--- src/bpqel_pkg.sv ---
`timescale 1ns / 1ps
// Shared types and constants for the bounded priority queue.
// No dependencies; imported by bpqel_cell and the top level.
package bpqel_pkg;

	localparam int DEPTH   = 16;
	localparam int PRIO_W  = 8;
	localparam int PAY_W   = 16;
	localparam int CNT_W   = $clog2(DEPTH + 1);
	localparam int LIMIT_W = 5;

	localparam logic [LIMIT_W-1:0] LIMIT_RESET = LIMIT_W'(5);

	localparam logic OP_PUSH = 1'b0;
	localparam logic OP_POP  = 1'b1;

	typedef enum logic [1:0] {
		CMD_HOLD  = 2'd0,
		CMD_INS   = 2'd1,
		CMD_EVICT = 2'd2,
		CMD_POP   = 2'd3
	} cmd_op_t;

	typedef struct packed {
		logic              valid;
		logic [PRIO_W-1:0] prio;
		logic [PAY_W-1:0]  payload;
	} entry_t;

	typedef struct packed {
		cmd_op_t           op;
		logic [PRIO_W-1:0] prio;
		logic [PAY_W-1:0]  payload;
	} cmd_t;

endpackage

--- src/bpqel_cell.sv ---
`timescale 1ns / 1ps
// One slot of the sorted chain: holds an entry, shifts toward either neighbor.
// Depends on bpqel_pkg.
module bpqel_cell
	import bpqel_pkg::*;
(
	input  logic   clk,
	input  logic   arst_n,
	input  cmd_t   cmd,
	input  entry_t left_entry,
	input  logic   left_ge,
	input  entry_t right_entry,
	output entry_t entry,
	output logic   ge
);

	logic              valid_q;
	logic [PRIO_W-1:0] prio_q;
	logic [PAY_W-1:0]  payload_q;
	entry_t            cur;
	entry_t            nxt;
	entry_t            fresh;
	logic              moves;

	assign cur   = '{valid: valid_q, prio: prio_q, payload: payload_q};
	assign fresh = '{valid: 1'b1, prio: cmd.prio, payload: cmd.payload};
	// entries at or above the new priority stay put (new one goes after them)
	assign ge    = valid_q && (prio_q >= cmd.prio);
	assign moves = !ge;

	always_comb begin
		nxt = cur;
		case (cmd.op)
			CMD_POP: begin
				nxt = right_entry;
			end
			CMD_INS: begin
				if (moves) begin
					nxt = left_ge ? fresh : left_entry;
				end
			end
			CMD_EVICT: begin
				// occupancy fixed: the last valid entry falls off the end
				if (moves && valid_q) begin
					nxt = left_ge ? fresh : left_entry;
				end
			end
			default: begin
				nxt = cur;
			end
		endcase
	end

	always_ff @(posedge clk or negedge arst_n) begin
		if (!arst_n) begin
			valid_q <= 1'b0;
		end else begin
			valid_q <= nxt.valid;
		end
	end

	always_ff @(posedge clk) begin
		prio_q    <= nxt.prio;
		payload_q <= nxt.payload;
	end

	assign entry = cur;

endmodule

--- src/bounded_priority_queue_evict_lowest_top.sv ---
`timescale 1ns / 1ps
// Top level of the bounded priority queue with lowest-entry eviction.
// Depends on bpqel_pkg and bpqel_cell.
//
// Entries sit in a chain of DEPTH cells kept sorted by descending priority,
// oldest first among equals; cell 0 is the next to pop and the last valid cell
// is the eviction victim. Every accepted push, eviction included, and every
// non-empty pop is one parallel shift of the chain, so one transaction is
// taken per clock and its result appears in the output register on the next
// cycle. A result waiting on m_axis_tready blocks new input only while that
// register stays full. No clearing pass is needed after reset.
module bounded_priority_queue_evict_lowest_top
	import bpqel_pkg::*;
(
	input  logic        clk,
	input  logic        arst_n,
	input  logic        s_axis_tvalid,
	output logic        s_axis_tready,
	input  logic [23:0] s_axis_tdata,  // [7:0] priority_req, [23:8] payload_tag
	input  logic        s_axis_tuser,  // [0] opcode
	output logic        m_axis_tvalid,
	input  logic        m_axis_tready,
	// [0] accepted, [1] pop_valid, [9:2] out_priority, [25:10] out_payload,
	// [30:26] occupancy, [31] zero
	output logic [31:0] m_axis_tdata,
	input  logic        cfg_valid,
	output logic        cfg_ready,
	input  logic [LIMIT_W-1:0] cfg_data
);

	logic [LIMIT_W-1:0] limit_q;
	logic [CNT_W-1:0]   count_q;
	logic [CNT_W-1:0]   count_nxt;
	logic               out_valid_q;
	logic [31:0]        out_data_q;

	entry_t             cell_entry [DEPTH];
	logic [DEPTH-1:0]   ge_vec;
	logic [DEPTH-1:0]   valid_vec;
	cmd_t               cmd;
	logic               s_accept;
	logic               evict_ok;
	logic [LIMIT_W:0]   limit_sat;
	logic               acc_bit;
	logic               popv_bit;
	logic [PRIO_W-1:0]  res_prio;
	logic [PAY_W-1:0]   res_pay;

	assign cfg_ready     = 1'b1;
	assign s_axis_tready = !out_valid_q || m_axis_tready;
	assign s_accept      = s_axis_tvalid && s_axis_tready;

	assign limit_sat = (limit_q > LIMIT_W'(DEPTH)) ? (LIMIT_W+1)'(DEPTH)
	                                               : {1'b0, limit_q};

	always_comb begin
		for (int i = 0; i < DEPTH; i++) begin
			valid_vec[i] = cell_entry[i].valid;
		end
	end

	// full queue: some held entry lies strictly below the new priority
	always_comb begin
		evict_ok = 1'b0;
		for (int i = 0; i < DEPTH; i++) begin
			if (cell_entry[i].valid && (cell_entry[i].prio < s_axis_tdata[PRIO_W-1:0])) begin
				evict_ok = 1'b1;
			end
		end
	end

	always_comb begin
		cmd.prio    = s_axis_tdata[PRIO_W-1:0];
		cmd.payload = s_axis_tdata[PRIO_W+PAY_W-1:PRIO_W];
		cmd.op      = CMD_HOLD;
		count_nxt   = count_q;
		acc_bit     = 1'b0;
		popv_bit    = 1'b0;
		res_prio    = '0;
		res_pay     = '0;
		if (s_accept) begin
			if (s_axis_tuser == OP_PUSH) begin
				if ((LIMIT_W+1)'(count_q) < limit_sat) begin
					cmd.op    = CMD_INS;
					count_nxt = count_q + CNT_W'(1);
					acc_bit   = 1'b1;
				end else if (evict_ok) begin
					cmd.op  = CMD_EVICT;
					acc_bit = 1'b1;
				end
			end else if (count_q != '0) begin
				cmd.op    = CMD_POP;
				count_nxt = count_q - CNT_W'(1);
				popv_bit  = 1'b1;
				res_prio  = cell_entry[0].prio;
				res_pay   = cell_entry[0].payload;
			end
		end
	end

	for (genvar g = 0; g < DEPTH; g++) begin : g_cell
		entry_t left_e;
		entry_t right_e;
		logic   left_g;
		if (g == 0) begin : g_first
			assign left_e = '0;
			assign left_g = 1'b1;
		end else begin : g_mid
			assign left_e = cell_entry[g-1];
			assign left_g = ge_vec[g-1];
		end
		if (g == DEPTH - 1) begin : g_last
			assign right_e = '0;
		end else begin : g_inner
			assign right_e = cell_entry[g+1];
		end
		bpqel_cell u_cell (
			.clk         (clk),
			.arst_n      (arst_n),
			.cmd         (cmd),
			.left_entry  (left_e),
			.left_ge     (left_g),
			.right_entry (right_e),
			.entry       (cell_entry[g]),
			.ge          (ge_vec[g])
		);
	end

	always_ff @(posedge clk or negedge arst_n) begin
		if (!arst_n) begin
			limit_q     <= LIMIT_RESET;
			count_q     <= '0;
			out_valid_q <= 1'b0;
		end else begin
			if (cfg_valid && cfg_ready) begin
				limit_q <= cfg_data;
			end
			count_q <= count_nxt;
			if (s_accept) begin
				out_valid_q <= 1'b1;
			end else if (m_axis_tready) begin
				out_valid_q <= 1'b0;
			end
		end
	end

	always_ff @(posedge clk) begin
		if (s_accept) begin
			out_data_q <= {1'b0, 5'(count_nxt), res_pay, res_prio, popv_bit, acc_bit};
		end
	end

	assign m_axis_tvalid = out_valid_q;
	assign m_axis_tdata  = out_data_q;

`ifndef SYNTHESIS
	a_count_matches: assert property (@(posedge clk) disable iff (!arst_n)
		count_q == CNT_W'($countones(valid_vec)))
		else $error("entry count out of step with valid cells");

	a_packed: assert property (@(posedge clk) disable iff (!arst_n)
		(valid_vec & ~(valid_vec >> 1)) == (valid_vec ^ (valid_vec >> 1)) &&
		((valid_vec & (valid_vec + DEPTH'(1))) == '0))
		else $error("valid cells not packed at head of chain");

	a_sorted: assert property (@(posedge clk) disable iff (!arst_n)
		(valid_vec[0] && valid_vec[DEPTH-1]) |->
		(cell_entry[0].prio >= cell_entry[DEPTH-1].prio))
		else $error("chain not sorted by priority");

	a_pop_count: assert property (@(posedge clk) disable iff (!arst_n)
		(s_accept && s_axis_tuser == OP_POP && count_q != '0) |=>
		(count_q == $past(count_q) - CNT_W'(1)))
		else $error("pop did not reduce occupancy");

	a_evict_ok: assert property (@(posedge clk) disable iff (!arst_n)
		evict_ok == |(valid_vec & ~ge_vec))
		else $error("eviction decision disagrees with cell compares");
`endif

endmodule

--- config.mk ---
export PLATFORM = sky130hd
export DESIGN_NAME = bounded_priority_queue_evict_lowest_top
export DESIGN_NICKNAME = d
export VERILOG_FILES = /design/src/bpqel_pkg.sv /design/src/bpqel_cell.sv /design/src/bounded_priority_queue_evict_lowest_top.sv
export SDC_FILE = /design/constraint.sdc
export NUM_CORES = 1
export LEC_CHECK = 0
export BUFFER_PORTS_ARGS = -buffer_cell sky130_fd_sc_hd__buf_2
export CAP_MARGIN = 20
export CORE_UTILIZATION = 25
export CTS_CLUSTER_DIAMETER = 200
export DETAILED_ROUTE_END_ITERATION = 10
export SLEW_MARGIN = 0
export SYNTH_ARGS = -nofsm -noshare
export SYNTH_HDL_FRONTEND = slang
export SYNTH_HIERARCHICAL = 1
export SYNTH_SLANG_ARGS = --single-unit
--- constraint.sdc ---
create_clock -name clk -period 11.1 [get_ports clk]
set_clock_uncertainty 0.2 [all_clocks]
set_input_delay 2.22 -clock clk [delete_from_list [all_inputs] [get_ports clk]]
set_output_delay 2.22 -clock clk [all_outputs]
set_load 0.01 [all_outputs]
Yosys cells after proc, flatten, opt, wreduce, memory -nomap -nowiden
Cells that the tools add are included.
{ "op_classes": {"mul": 0, "reduce_logical": 87, "shifts": 0, "eq_ne": 35, "add_sub_neg": 2, "bitwise": 0, "muxes": 94, "n_div": 0, "n_lt_le_gt_ge": 34} }
{ "op_table": {"columns": ["operator", "count"], "rows": [
  ["$pmux W25 S3", 16],
  ["$mux W25", 47],
  ["$ge A8 B8 Y1", 16],
  ["$lt A8 B8 Y1", 16],
  ["$logic_and A1 B1 Y1", 49],
  ["$reduce_and A3 Y1", 16],
  ["$ne A2 B1 Y1 const B", 16],
  ["$ne A2 B2 Y1 const B", 16],
  ["$mux W5", 5],
  ["$mux W1", 21],
  ["$logic_not A1 Y1", 17],
  ["$mux W2", 5],
  ["$add A5 B1 Y5 const B", 1],
  ["$gt A5 B5 Y1 const B", 1],
  ["$lt A5 B5 Y1", 1],
  ["$reduce_bool A5 Y1", 1],
  ["$sub A5 B1 Y5 const B", 1],
  ["$eq A2 B2 Y1 const B", 2],
  ["$reduce_bool A3 Y1", 1],
  ["$eq A2 B1 Y1 const B", 1],
  ["$reduce_and A2 Y1", 1],
  ["$reduce_bool A2 Y1", 1],
  ["$logic_or A1 B1 Y1", 1]
]} }
{ "totals": {"latchBits": 0, "mem_bits_rw": 0, "mem_bits_ro": 0, "output_inout_bits": 35, "mem_count": 0, "register_bits": 442, "in_bits": 35} }

Logic depth before layout (Yosys ltp)
{ "logic_depth": {"depth_word": 25, "mapped_depth": 17, "mapped_depth_nobuf": 15} }

Modules after synthesis
Netlist, hierarchy kept.
{ "modules_own_cells": {"columns": ["module", "cells_each", "seq_area_each_um2", "n_inst", "area_each_um2"], "rows": [
  ["bpqel_cell", 148, 745.7, 16, 1577.8],
  ["bounded_priority_queue_evict_lowest_top", 437, 1208.7, 1, 4311.6]
]} }

Worst setup path after synthesis
Ideal clock, no wire load.
{ "synth_timing": {"path_type": "input port to flip-flop", "start": "input port s_axis_tdata[6]", "end": "register g_cell[0].u_cell.payload_q[0], enable pin", "setup_slack_ns": 4.851, "path_stages": 12, "path_buffers": 0, "t_arrival_ns": 5.667, "setup_time_ns": 0.382, "required_time_ns": 10.518, "cell_sequence": "inv_1 -> ha_1 -> a21o_1 -> a221o_1 -> a31oi_1 -> nor4bb_1 -> and4_4 -> o21ai_2 -> inv_1 -> ha_1 -> a211oi_1 -> a31o_1"} }
{ "synth_rtl": {"columns": ["item", "line_no", "rtl"], "rows": [
  ["start, declared", "bounded_priority_queue_evict_lowest_top.sv:19", "input logic [23:0] s_axis_tdata,"],
  ["end signal, assigned", "bpqel_cell.sv:64", "payload_q <= nxt.payload;"],
  ["end, declared", "bpqel_cell.sv:19", "logic [PAY_W-1:0] payload_q;"]
]} }

==> run metrics <==
post-detail-place hpwl=55620 um; P_leak=0.01370 uW; Core Region=116700 sq um; Slew Limit Fails=0; via count=20950; clock-pin slew on the worst setup and hold paths=0.06 ns; unrepaired setup endpoints after global routing=false; CP Capture Type=register; gpl congestion=0.8231; clk sink count=442; die footprint=119600 sq um; min cycle time layout=6.738 ns; FF/Latch Area=13140 sq um; Crit Reg-Reg Endpoint=g_cell[6].u_cell/prio_q[7]$_DFFE_PP_; final setup fails=0; Cell Area, Synth=29550 sq um; first-pass GRT wire length=120300 um; worst hold path class=reg2reg; Worst Max-Slew Pin Slew=1.123 ns; antenna violations before repair=4; Clock Tree Root=clkbuf_16; hold_buf cts=0; Inserted Clock Buffers=50; Crit path required time=11.09 ns; max_slew headroom=0.2500; synthesized instance count=2804; IO Pins=70; Die Wd=345.8 um; DR iter-0 viols=1775; Pre-antenna DRT Iters=6; Post-Layout Cell Count=4419; gr ovfl total=0; reg2reg start=count_q[0]$_DFF_PN0_; worst skew pair latency=0.59 ns; synth warn=6; Final Hold Vio Count=0; drt total wl=78560 um; CTS tree=done; worst setup path class=in2reg; DRC errors left=0; Syn Area/Cell=10.54 sq um; overall routing resource usage=0.1270; largest net degree at the start of global routing=51; Longest Clk Path Bufs=3; PD cells=299.0 nW/um^2; crit path to=g_cell[6].u_cell/prio_q[7]$_DFFE_PP_; Final period util=0.6070; Port Buf Inserts=67; crit-path max FO=33; number of fill cells=12200; layout cells sized above 1=0.09465; R2R cell count=11; row count=125; nets=3185; Worst setup SP type=input pin; post-route ant nets=0; vias in the first global route=20080; die height=345.8 um; Avg Vias per Cell=4.742; Post-CTS Resized=0; H-Tree Depth=2; max cap viols=0; status=finished, final reports clean; Antenna diodes=0; maximum clock frequency=148.4 MHz; Area Overhead vs Synth=12.30%; worst endpoint data arrival time=6.73 ns; reg-to-reg slack, setup=6.42 ns; worst hold stages=1; placed cell count=4326; Total Negative Setup Slacks=0 ns; Multi-input gate area=15100 sq um; wire per inst=17.78 um; CP Launch Point=s_axis_tdata[5]; starting density of the core=0.2533; Max VDD drop=0.1281 mV; # Post-CTS Setup Buffers=0
critical path, cell delays in order:
cell	delay (ns)
buf_2	0.10
buf_4	0.43
inv_1	0.50
ha_1	0.45
a21oi_1	0.14
o21ai_0	0.10
nor3b_1	0.18
o21ai_0	0.16
nor4bb_1	0.17
and4_4	0.20
o21ai_2	0.13
buf_4	0.45
inv_1	0.14
ha_1	0.22
a211oi_1	0.26
a31o_1	0.84
sequential cells by signal (all words and copies together) (netlist names):
name / flops
count_q: 5
g_cell.u_cell/payload_q: 256
g_cell.u_cell/prio_q: 128
g_cell.u_cell/valid_q: 16
limit_q: 5
m_axis_tdata: 31
m_axis_tvalid: 1
layout make-up:
cell class	instances	share of cell area
Timing Repair Buffer	115	0.02202
Sequential cell	442	0.3960
Inverter	196	0.02217
Clock buffer	63	0.03948
Tap cell	1524	0.05746
Clock inverter	28	0.007767
Multi-Input combinational cell	2051	0.4551
layout by cell type, fill, tap and decap left out, types with 53 or more instances in the layout:
cell type and n:
nor2_1 432, o21ai_0 54, mux2i_1 385, edfxtp_1 415, inv_1 195, ha_1 294, nand2_1 59, buf_2 67
conb_1 53, a21oi_1 415
worst min-delay path by stage:
| stage | from | end | slack (ns) |
|---|---|---|---|
| 3_5_place_dp | limit_q[3]$_DFFE_PN0P_ | limit_q[3]$_DFFE_PN0P_ | 0.30 |
| 5_1_grt | limit_q[1]$_DFFE_PN0P_ | limit_q[1]$_DFFE_PN0P_ | 0.33 |
| 3_3_place_gp | limit_q[3]$_DFFE_PN0P_ | limit_q[3]$_DFFE_PN0P_ | 0.30 |
| 4_1_cts | limit_q[3]$_DFFE_PN0P_ | limit_q[3]$_DFFE_PN0P_ | 0.32 |
| 6_report | limit_q[3]$_DFFE_PN0P_ | limit_q[3]$_DFFE_PN0P_ | 0.32 |
| 2_1_floorplan | limit_q[1]$_DFFE_PN0P_ | limit_q[1]$_DFFE_PN0P_ | 0.28 |
power breakdown:
part | leakage [uW] | total (uW) | switching [uW] | internal [uW]
sequential | 0.00421 | 3960 | 846 | 3110
combinational | 0.00872 | 4350 | 2520 | 1830
clock | 0.000767 | 1610 | 683 | 929
total | 0.0137 | 9920 | 4040 | 5880
layer usage:
metal | vias to the layer above | GRT usage | wire length [um]
met5 | - | 0 | 28
met4 | 6 | 0.02803 | 1287
met3 | 101 | 0.01640 | 4528
met2 | 550 | 0.1962 | 33970
met1 | 10010 | 0.1870 | 38740
li1 | 10290 | - | -
per-stage QoR:
stage / total power (uW) / utilization / setup WS, ns / cell area (sq um) / hold slack (ns)
2_1_floorplan: 7010 / - / 4.851 / 29740 / 0.2810
3_3_place_gp: 8166 / 0.2705 / 3.676 / 31560 / 0.2973
3_5_place_dp: 8303 / 0.2707 / 3.723 / 31590 / 0.3014
4_1_cts: 9948 / 0.2842 / 4.322 / 33150 / 0.3162
5_1_grt: 10600 / 0.2844 / 3.990 / 33180 / 0.3339
6_report: 9923 / 0.2844 / 4.362 / 33180 / 0.3156
(Power assumes the default switching activity.)
